--- src/hdl/lirc_pkg.sv ---
// Shared types and constants for the linear interpolation rate converter.
// No dependencies; imported by every module in hdl/.
`timescale 1ns / 1ps

package lirc_pkg;

  // Fixed point layout
  localparam int FRAC_BITS   = 16;
  localparam int SAMPLE_BITS = 18;
  localparam int OUT_W       = 16;
  localparam int PHASE_W     = 24;
  localparam int CPS_W       = 24;

  // Datapath widths
  localparam int DIFF_W = SAMPLE_BITS + 1;
  localparam int PROD_W = DIFF_W + FRAC_BITS + 1;
  localparam int ACC_W  = PROD_W + 1;
  localparam int Q_W    = ACC_W - FRAC_BITS;

  localparam logic [PHASE_W-1:0] PHASE_ONE = PHASE_W'(1) << FRAC_BITS;
  localparam logic [PHASE_W-1:0] PHASE_TWO = PHASE_W'(2) << FRAC_BITS;
  localparam logic [CPS_W-1:0]   CPS_ONE   = CPS_W'(1) << FRAC_BITS;
  localparam logic [CPS_W-1:0]   CPS_RESET = CPS_W'(1464154);

  localparam logic signed [OUT_W-1:0] OUT_MIN = {1'b1, {(OUT_W-1){1'b0}}};
  localparam logic signed [OUT_W-1:0] OUT_MAX = {1'b0, {(OUT_W-1){1'b1}}};

  // Phase counter decision for one accepted word
  typedef struct packed {
    logic                 emit;
    logic [FRAC_BITS-1:0] frac;
  } phase_ctl_t;

  // Pipeline register load enables
  typedef struct packed {
    logic s1_load;
    logic s2_load;
    logic out_load;
  } pipe_ctl_t;

endpackage

--- src/hdl/linear_interp_rate_converter.sv ---
// Top level of the stereo linear interpolation rate converter.
// Depends on lirc_pkg, lirc_phase and lirc_interp.
`timescale 1ns / 1ps
//
// Usage
//   Input channel: in_valid / in_stall with left_in, right_in (18-bit signed
//   samples, 1/32768 full scale). One word may be taken every clock while in_stall is low.
//   Output channel: out_valid / out_stall with left_out, right_out (16-bit
//   signed, saturated). A word appears only for inputs that cross a phase
//   boundary, so output words are never denser than input words.
//   Config: cfg_write / cfg_data load the output period in input words
//   (unsigned 8.16). Write only while idle; a new rate takes effect at the
//   next phase wrap.
// Timing
//   The diff register loads at the accepting edge of a word that emits, then
//   the 19x17 product register, then the output register (after the add,
//   truncate and clamp), which raises out_valid; a stall can hold a word
//   in any of them. Throughput is one input word per clock while in_stall is low;
//   the phase counter update (subtract, compare, add, saturate) is combinational.
// Reset / stall
//   rst (sync, active high) empties the pipeline, loads the rate and phase
//   with 1464154 and clears the previous samples. While out_stall holds, the
//   output word stays put and the inner stages keep filling; in_stall rises
//   only once the first stage holds a word that cannot move.

module linear_interp_rate_converter (
  input  logic                                    clk,
  input  logic                                    rst,
  input  logic                                    cfg_write,
  input  logic [lirc_pkg::CPS_W-1:0]              cfg_data,
  input  logic                                    in_valid,
  output logic                                    in_stall,
  input  logic signed [lirc_pkg::SAMPLE_BITS-1:0] left_in,
  input  logic signed [lirc_pkg::SAMPLE_BITS-1:0] right_in,
  output logic                                    out_valid,
  input  logic                                    out_stall,
  output logic signed [lirc_pkg::OUT_W-1:0]       left_out,
  output logic signed [lirc_pkg::OUT_W-1:0]       right_out
);
  import lirc_pkg::*;

  phase_ctl_t pctl;
  pipe_ctl_t  pipe;

  logic signed [SAMPLE_BITS-1:0] left_prior;
  logic signed [SAMPLE_BITS-1:0] right_prior;

  logic s1_valid;
  logic s2_valid;
  logic accept;
  logic out_take;
  logic s2_free;
  logic s1_free;

  // Backpressure chain: a stage is free if empty or its word moves on
  always_comb begin
    out_take      = !out_valid || !out_stall;
    s2_free       = !s2_valid || out_take;
    s1_free       = !s1_valid || s2_free;
    in_stall      = !s1_free;
    accept        = in_valid && !in_stall;
    pipe.s1_load  = accept && pctl.emit;
    pipe.s2_load  = s1_valid && s2_free;
    pipe.out_load = s2_valid && out_take;
  end

  always_ff @(posedge clk) begin
    if (rst) begin
      s1_valid  <= 1'b0;
      s2_valid  <= 1'b0;
      out_valid <= 1'b0;
    end else begin
      if (s1_free) begin
        s1_valid <= pipe.s1_load;
      end
      if (s2_free) begin
        s2_valid <= s1_valid;
      end
      if (out_take) begin
        out_valid <= s2_valid;
      end
    end
  end

  lirc_phase u_phase (
    .clk         (clk),
    .rst         (rst),
    .cfg_write   (cfg_write),
    .cfg_data    (cfg_data),
    .accept      (accept),
    .left_cur    (left_in),
    .right_cur   (right_in),
    .ctl         (pctl),
    .left_prior  (left_prior),
    .right_prior (right_prior)
  );

  lirc_interp u_left (
    .clk    (clk),
    .ctl    (pipe),
    .prev   (left_prior),
    .cur    (left_in),
    .frac   (pctl.frac),
    .sample (left_out)
  );

  lirc_interp u_right (
    .clk    (clk),
    .ctl    (pipe),
    .prev   (right_prior),
    .cur    (right_in),
    .frac   (pctl.frac),
    .sample (right_out)
  );

  // Checks

  // Stall only comes from a held first stage
  a_stall_src: assert property (@(posedge clk) disable iff (rst)
    in_stall |-> s1_valid)
    else $error("in_stall without a word in the first stage");

  // A word handed out is replaced only by what stood in stage 2
  a_out_src: assert property (@(posedge clk) disable iff (rst)
    (out_valid && !out_stall) |=> (!out_valid || $past(s2_valid)))
    else $error("output word appeared from an empty stage");

  // Stage 2 fills only from stage 1
  a_s2_src: assert property (@(posedge clk) disable iff (rst)
    (!s1_valid && !s2_valid) |=> !s2_valid)
    else $error("stage 2 filled from an empty stage 1");

  // Reset empties the pipeline
  a_reset: assert property (@(posedge clk)
    rst |=> (!out_valid && !s1_valid && !s2_valid))
    else $error("pipeline not empty after reset");

endmodule

--- src/hdl/lirc_phase.sv ---
// Fractional phase counter, rate register and previous-sample registers.
// Depends on lirc_pkg.
`timescale 1ns / 1ps

module lirc_phase (
  input  logic                                 clk,
  input  logic                                 rst,
  input  logic                                 cfg_write,
  input  logic [lirc_pkg::CPS_W-1:0]           cfg_data,
  input  logic                                 accept,
  input  logic signed [lirc_pkg::SAMPLE_BITS-1:0] left_cur,
  input  logic signed [lirc_pkg::SAMPLE_BITS-1:0] right_cur,
  output lirc_pkg::phase_ctl_t                 ctl,
  output logic signed [lirc_pkg::SAMPLE_BITS-1:0] left_prior,
  output logic signed [lirc_pkg::SAMPLE_BITS-1:0] right_prior
);
  import lirc_pkg::*;

  logic [CPS_W-1:0]   cps;
  logic [PHASE_W-1:0] phase;
  logic [PHASE_W-1:0] phase_next;
  logic [CPS_W-1:0]   rate;
  logic [PHASE_W:0]   sum;

  always_comb begin
    // Emit when phase - 1 lands below one; negative counts as frac zero
    ctl.emit = (phase < PHASE_TWO);
    ctl.frac = (phase < PHASE_ONE) ? '0 : phase[FRAC_BITS-1:0];
    rate     = (cps < CPS_ONE) ? CPS_ONE : cps;
    sum      = {1'b0, {(PHASE_W-FRAC_BITS){1'b0}}, ctl.frac} + {1'b0, rate};
    if (ctl.emit) begin
      phase_next = sum[PHASE_W] ? {PHASE_W{1'b1}} : sum[PHASE_W-1:0];
    end else begin
      phase_next = phase - PHASE_ONE;
    end
  end

  always_ff @(posedge clk) begin
    if (rst) begin
      cps         <= CPS_RESET;
      phase       <= CPS_RESET;
      left_prior  <= '0;
      right_prior <= '0;
    end else begin
      if (cfg_write) begin
        cps <= cfg_data;
      end
      if (accept) begin
        phase       <= phase_next;
        left_prior  <= left_cur;
        right_prior <= right_cur;
      end
    end
  end

endmodule

--- src/hdl/lirc_interp.sv ---
// One channel of the interpolation datapath: diff, multiply, truncate, clamp.
// Depends on lirc_pkg.
`timescale 1ns / 1ps

module lirc_interp (
  input  logic                                    clk,
  input  lirc_pkg::pipe_ctl_t                     ctl,
  input  logic signed [lirc_pkg::SAMPLE_BITS-1:0] prev,
  input  logic signed [lirc_pkg::SAMPLE_BITS-1:0] cur,
  input  logic [lirc_pkg::FRAC_BITS-1:0]          frac,
  output logic signed [lirc_pkg::OUT_W-1:0]       sample
);
  import lirc_pkg::*;

  logic signed [DIFF_W-1:0]      diff_s1;
  logic signed [SAMPLE_BITS-1:0] prev_s1;
  logic [FRAC_BITS-1:0]          frac_s1;
  logic signed [PROD_W-1:0]      prod_s2;
  logic signed [SAMPLE_BITS-1:0] prev_s2;

  logic signed [DIFF_W-1:0] diff_next;
  logic signed [PROD_W-1:0] prod_next;
  logic signed [ACC_W-1:0]  acc;
  logic signed [Q_W-1:0]    q;
  logic signed [OUT_W-1:0]  sample_next;

  always_comb begin
    diff_next = DIFF_W'(cur) - DIFF_W'(prev);
    prod_next = PROD_W'(diff_s1) * PROD_W'($signed({1'b0, frac_s1}));
    acc       = (ACC_W'(prev_s2) <<< FRAC_BITS) + ACC_W'(prod_s2);
    q         = Q_W'(acc >>> FRAC_BITS);
    // floor -> truncate toward zero
    if (acc[ACC_W-1] && (|acc[FRAC_BITS-1:0])) begin
      q = q + Q_W'(1);
    end
    if (q < Q_W'(OUT_MIN)) begin
      sample_next = OUT_MIN;
    end else if (q > Q_W'(OUT_MAX)) begin
      sample_next = OUT_MAX;
    end else begin
      sample_next = q[OUT_W-1:0];
    end
  end

  always_ff @(posedge clk) begin
    if (ctl.s1_load) begin
      diff_s1 <= diff_next;
      prev_s1 <= prev;
      frac_s1 <= frac;
    end
    if (ctl.s2_load) begin
      prod_s2 <= prod_next;
      prev_s2 <= prev_s1;
    end
    if (ctl.out_load) begin
      sample <= sample_next;
    end
  end

endmodule

--- config.mk ---
export PLATFORM = sky130hd
export DESIGN_NAME = linear_interp_rate_converter
export DESIGN_NICKNAME = d
export VERILOG_FILES = /design/src/hdl/lirc_pkg.sv /design/src/hdl/linear_interp_rate_converter.sv /design/src/hdl/lirc_phase.sv /design/src/hdl/lirc_interp.sv
export SDC_FILE = /design/constraint.sdc
export NUM_CORES = 2
export LEC_CHECK = 0
export BUFFER_PORTS_ARGS = -buffer_cell sky130_fd_sc_hd__buf_2
export CORE_MARGIN = 5
export CORE_UTILIZATION = 40
export CTS_CLUSTER_DIAMETER = 200
export DETAILED_ROUTE_END_ITERATION = 10
export SLEW_MARGIN = 20
export SYNTH_ARGS = -nofsm -noshare
export SYNTH_HDL_FRONTEND = slang
export SYNTH_HIERARCHICAL = 1
export SYNTH_SLANG_ARGS = --single-unit
--- constraint.sdc ---
create_clock -name clk -period 7.7 [get_ports clk]
set_input_delay 0.77 -clock clk [delete_from_list [all_inputs] [get_ports clk]]
set_output_delay 0.77 -clock clk [all_outputs]
set_load 0.03 [all_outputs]
Word level (Yosys, flattened, before mapping)
Index checks and enable logic that the tools add are counted.
{ "op_classes": {"muxes": 8, "add_sub_neg": 8, "n_lt_le_gt_ge": 7, "mul": 2, "reduce_logical": 16} }
{ "op_table": {"columns": ["op", "count"], "rows": [
  ["adder 34 x 36 -> 37 bit", 2],
  ["multiplier 19 x 17 -> 36 bit", 2],
  ["two-way mux 24 bit", 3],
  ["less-than comparator 24 x 17 -> 1 bit (second input constant)", 2],
  ["two-way mux 16 bit", 3],
  ["adder 21 x 2 -> 21 bit (second input constant)", 2],
  ["greater-than comparator 21 x 16 -> 1 bit (second input constant)", 2],
  ["less-than comparator 21 x 16 -> 1 bit (second input constant)", 2],
  ["two-way mux 21 bit", 2],
  ["subtractor 18 x 18 -> 19 bit", 2],
  ["OR reduction 16 bit", 2],
  ["adder 16 x 24 -> 25 bit", 1],
  ["less-than comparator 24 x 18 -> 1 bit (second input constant)", 1],
  ["subtractor 24 x 17 -> 24 bit (second input constant)", 1],
  ["logical AND 1 bit", 6],
  ["logical NOT 1 bit", 5],
  ["logical OR 1 bit", 3]
]} }
{ "totals": {"ff_bits": 317} }

Logic depth before layout (Yosys ltp)
{ "depth": {"depth_word": 6, "ltp_mapped": 26} }

Modules after synthesis
Netlist, hierarchy kept.
{ "by_module_without_submodules": {"columns": ["mod", "area_each_um2", "cells_each", "instances", "seq_area_each_um2"], "rows": [
  ["lirc_interp (u_left)", 18067.3, 1851, 1, 3693.5],
  ["lirc_interp (u_right)", 17978.5, 1820, 1, 3693.5],
  ["lirc_phase", 4319.1, 491, 1, 1681.6],
  ["linear_interp_rate_converter", 133.9, 16, 1, 60.1]
]} }

Worst setup path after synthesis
OpenSTA, ideal clock, no wires.
{ "synth_path": {"path_type": "flip-flop to flip-flop", "start": "register u_phase.phase[19]", "end": "register u_left.diff_s1[0] (enable)", "required_time_ns": 7.115, "n_path_buf": 0, "path_stages_with_launch": 7, "period_less_slack_ns": 6.551, "setup_ns": 0.585, "arrival_ns": 5.966, "slack_ns": 1.149, "cell_sequence": "dfxtp_1 > or3_4 > nor3_2 > nand2_1 > inv_1 > nand2_1 > nor2b_1"} }
{ "synth_lines": {"columns": ["item", "line_no", "text"], "rows": [
  ["start: declaration", "lirc_phase.sv:20", "logic [PHASE_W-1:0] phase;"],
  ["start signal: assignment", "lirc_phase.sv:49", "phase <= phase_next;"],
  ["end signal: assignment", "lirc_interp.sv:47", "diff_s1 <= diff_next;"],
  ["end: declaration", "lirc_interp.sv:15", "logic signed [DIFF_W-1:0] diff_s1;"]
]} }

Worst setup path after layout
{ "layout_path": {"start": "register u_right.frac_s1[9]", "end": "register u_right.prod_s2[34], data pin"} }
{ "layout_via": {"elab_chain_len": 1} }
{ "layout_lines": {"columns": ["item", "line_no", "text"], "rows": [
  ["start: declaration", "lirc_interp.sv:17", "logic [FRAC_BITS-1:0] frac_s1;"],
  ["start signal: assignment", "lirc_interp.sv:49", "frac_s1 <= frac;"],
  ["multiplier 19 x 17 -> 36 bit", "lirc_interp.sv:29", "prod_next = PROD_W'(diff_s1) * PROD_W'($signed({1'b0, frac_s1}));"],
  ["via u_right.prod_next[34]", "lirc_interp.sv:22", "logic signed [PROD_W-1:0] prod_next;"],
  ["end signal: assignment", "lirc_interp.sv:52", "prod_s2 <= prod_next;"],
  ["end: declaration", "lirc_interp.sv:18", "logic signed [PROD_W-1:0] prod_s2;"]
]} }
The timed path passes the listed nets, and every way through them passes these cells.
A chain may end at the register's enable or synchronous reset.

==> results.toml <==
[run_status]
outcome = "finished clean"

[clock_network]
cts_sinks = 333
tritoncts = "done"
cts_buffer_depth = 3
clk_latency_ns = 0.62
count_of_h_tree_levels_built_during_cts = 2
post_cts_hold_buffer_count = 0
clk_pin_slew_ns = 0.06
cts.root.buffer_cell = "sky130_fd_sc_hd__clkbuf_16"
cts_made_buffers = 43

[pwr]
power_report.internal_total_mw = 3.331
pwr-share-clk_pct = 48.5
total_leakage_power_nw = 20.52
net-switching-power_mw = 1.065
switching_share_pct = 24.22
reg_power_share_pct = 44.6
overall_power_consumption_mw = 4.396
powerDensity_mw_per_mm2 = 99.43
share_comb_of_total_power_pct = 6.9
vdd_drop_max_v = 0.0001625

[finish]
layout-area-overhead-vs-synth_pct = 9.170
fillerInstances = 9608
layout.cells.most_common = "sky130_fd_sc_hd__inv_1"
drive_gt1_share_pct = 7.830
finalNonFillerCells = 5651
layout.cells.most_common_list = "sky130_fd_sc_hd__inv_1, sky130_fd_sc_hd__fa_1, sky130_fd_sc_hd__nand2_1, sky130_fd_sc_hd__ha_1, sky130_fd_sc_hd__and2_1"
final_net_count = 5217
multiInputGateArea_mm2 = 0.02756
post-route-cell-area_mm2 = 0.04421
storage_cell_area_mm2 = 0.009129

[synth]
synth-edff-count = 246
synth_xor_xnor_area_share_pct = 3.497
post_synth_mux_area_share_pct = 1.780
synth-warning-count = 6
synth-compound-area-share_pct = 8.406
post_synth_and_or_nand_nor_area_fraction_pct = 15.14
main_synth_ff_type = "sky130_fd_sc_hd__edfxtp_1"
synth.cell_area_mm2 = 0.04050
dominant_combinational_cell_family_by_area_after_synthesis = "adder cells"
post_synth_arst_share_pct = 0
synth_seq_area_share_pct = 22.54
syn_avg_cell_area_um2 = 9.693
postSynthCellCount = 4178
syn_nets = 5139
adder_cell_fraction_of_synth_area_pct = 39.16
synth_cell_types = 108
postSynthRegisterBits = 333

[setup_path]
worstPathArrival_ns = 7.64
critical_path.reg2reg.startpoint = "u_right/frac_s1[9]"
cp_endpoint_kind = "register"
crit_path_max_incr_delay_ns = 0.85
crit_top_cell = "sky130_fd_sc_hd__fa_1"
ordered_list_of_cells_on_the_worst_path = "nand2_1, fa_1, inv_1, fa_1, fa_1, fa_1, fa_1, inv_1, fa_1, inv_1, ha_1, a2111oi_0, o21ai_0, a221oi_1, nor2_1, a21oi_1, o311ai_0, o311ai_0, o211ai_1, a21o_1, a21oi_1, xnor2_1"
setup.worst_path.class = "register to register"
timing.critical_path.max_delay_family = "adder cells"
cpMaxStageDelayCell = "sky130_fd_sc_hd__edfxtp_1"
critical_path_start = "u_right/frac_s1[9]"
timing.critical_path.required_ns = 8.06
crit_fanout = 14
number_of_buffers_and_inverters_on_the_critical_path = 3
crit_path_start_kind = "register"

[job]
drv_cap = 0

[grt]
grt_most_used_layer = "met2"
global_route_wire_length_before_repair_um = 161600
track_usage_pct = 18.93
number_of_global_route_vias_before_repair = 29410
grt_use_met1_pct = 26.76
overflow = 0
gr-usage-met2_pct = 29.15
grtUsageMet3_pct = 4.792
grt_antenna_before_repair = 8
grt_max_degree = 66

[sta]
period_minus_slack_ns = 7.278
setup_tns_final_ns = 0
timing_hold_violations_final = 0
achievable-frequency_mhz = 137.4
setup_viol = 0
worst_slew_pin_slew_ns = 1.136
finalClockSkew_ns = 0.03458
slew-limit-headroom_pct = 23.89
rsz0062_at_grt = "no"
final_max_slew_viol_count = 0
layout_worst_path_cycle_share_pct = 94.52

[route]
drt_first_pass_iters = 6
route.detailed.drc = 0
antenna_left = 0
detail_route.wirelength_um = 99260
dr_total_vias = 28170
route.detailed.wl_per_inst_um = 17.57
detail_route.iter0.violations = 1823
avgViaCountPerCell = 4.984

[placed_design]
placed_cells = 5561
detailed_place.area_mm2 = 0.04261
dp_hpwl_um = 80200
place.port_buffers = 98
place_congestion = 0.8979

[hold_path]
holdCritStartpoint = "cfg_data[18]"
worst_hold_path_type = "input port to register"

[floorplanning]
pin_count = 99
fp.dieArea_mm2 = 0.1077
starting_density_of_the_core_pct = 40.38
die_h_um = 328.2
design.core.area_mm2 = 0.1003
core.rowCount = 116
chipWidth_um = 328.2
[worst register-to-register path, delay by kind of cell, from the launching register on]
| kind | cells | cell delay (ns) |
|---|---|---|
| adders and majority gates | 7 | 3.39 |
| AOI/OAI and AO/OA | 9 | 2.33 |
| DFF | 1 | 0.85 |
| and+or+nand+nor | 2 | 0.24 |
| buffers and inverters | 3 | 0.14 |
| xor gates and xnor gates | 1 | 0.09 |
[metal layers]
layer  routed length [µm]  vias to the layer above  part of all wire [%]
li1                     -                    13380                     -
met1                46140                    13920                    46
met2                42900                      735                    43
met3                 7560                      130                   7.6
met4                 2583                       10                   2.6
met5                   72                        -                 0.073
[flip-flops by register name, indices dropped and copies added, names as in the netlist, 18 cells and up]
signal               count
u_left/diff_s1          19
u_left/prev_s1          18
u_left/prev_s2          18
u_left/prod_s2          36
u_phase/cps             24
u_phase/left_prior      18
u_phase/phase           24
u_phase/right_prior     18
u_right/diff_s1         19
u_right/prev_s1         18
u_right/prev_s2         18
u_right/prod_s2         36
[logic make-up after synthesis]
group	after synthesis
and+or+nand+nor	1236
buffers and inverters	1002
adders and majority gates	896
AOI/OAI and AO/OA	479
DFF	333
xor gates and xnor gates	160
muxes	72
[cell type report]
| type | instances | area share [%] |
|---|---|---|
| multi-input cells | 2843 | 62.32 |
| flip-flops and latches | 333 | 20.65 |
| inverters | 865 | 7.344 |
| well taps | 1357 | 3.840 |
| clock buffers | 58 | 2.847 |
| repair buffers | 170 | 2.417 |
| clock inverters | 22 | 0.5632 |
| diodes | 3 | 0.01698 |
[worst paths after layout]
kind | endpoint | depth (start not counted) | slack, ns
setup / recovery | u_right/prod_s2[34] | 22 | 0.42
hold / removal | u_phase/cps[18] | 3 | 0.36
setup reg to reg | u_right/prod_s2[34] | 22 | 0.42
hold reg to reg | u_left/prev_s2[16] | 0 | 0.41
[stage by stage]
stage	setup slack, ns	util [%]	hold slack [ns]
floorplan	1.149	-	0.4003
global placement	0.5427	42.48	0.4010
detailed placement	0.4669	42.48	0.4045
CTS	0.4300	43.99	0.3106
global route	0.09554	44.08	0.3388
finish	0.4218	44.08	0.3619
[power groups by stage]
| stage | Sequential [mW] | Clock [mW] | Combinational [mW] |
|---|---|---|---|
| floorplan | 1.99 | 0 | 0.209 |
| global placement | 2.00 | 0 | 0.295 |
| detailed placement | 2.00 | 0 | 0.297 |
| CTS | 1.96 | 2.20 | 0.300 |
| global route | 1.96 | 2.27 | 0.337 |
| finish | 1.96 | 2.13 | 0.302 |
[timing repair]
item / 4_1_cts / 5_1_grt
buffers inserted: 0 / 6
resized for setup: 0 / 1
endpoints found under the setup margin: 0 / 4
[cell usage after synthesis, drive strengths merged (23+ instances only)]
cell type,count,area [µm²]
nor3,41,215.2
dfxtp,87,1742
a211oi,23,222.7
xor2,45,394.1
and3,24,161.4
xnor2,114,998.5
mux2i,72,720.7
buf,26,176.4
clkbuf,111,416.7
nand2,482,1817
a21oi,132,716.9
nor2,192,749.5
o21ai,111,570.5
nor2b,70,437.9
ha,277,3466
o21a,26,195.2
inv,865,3247
and2,264,1653
a21o,38,285.3
fa,619,12390
edfxtp,246,7387
nand3,53,275.3
(Power assumes the default switching activity.)
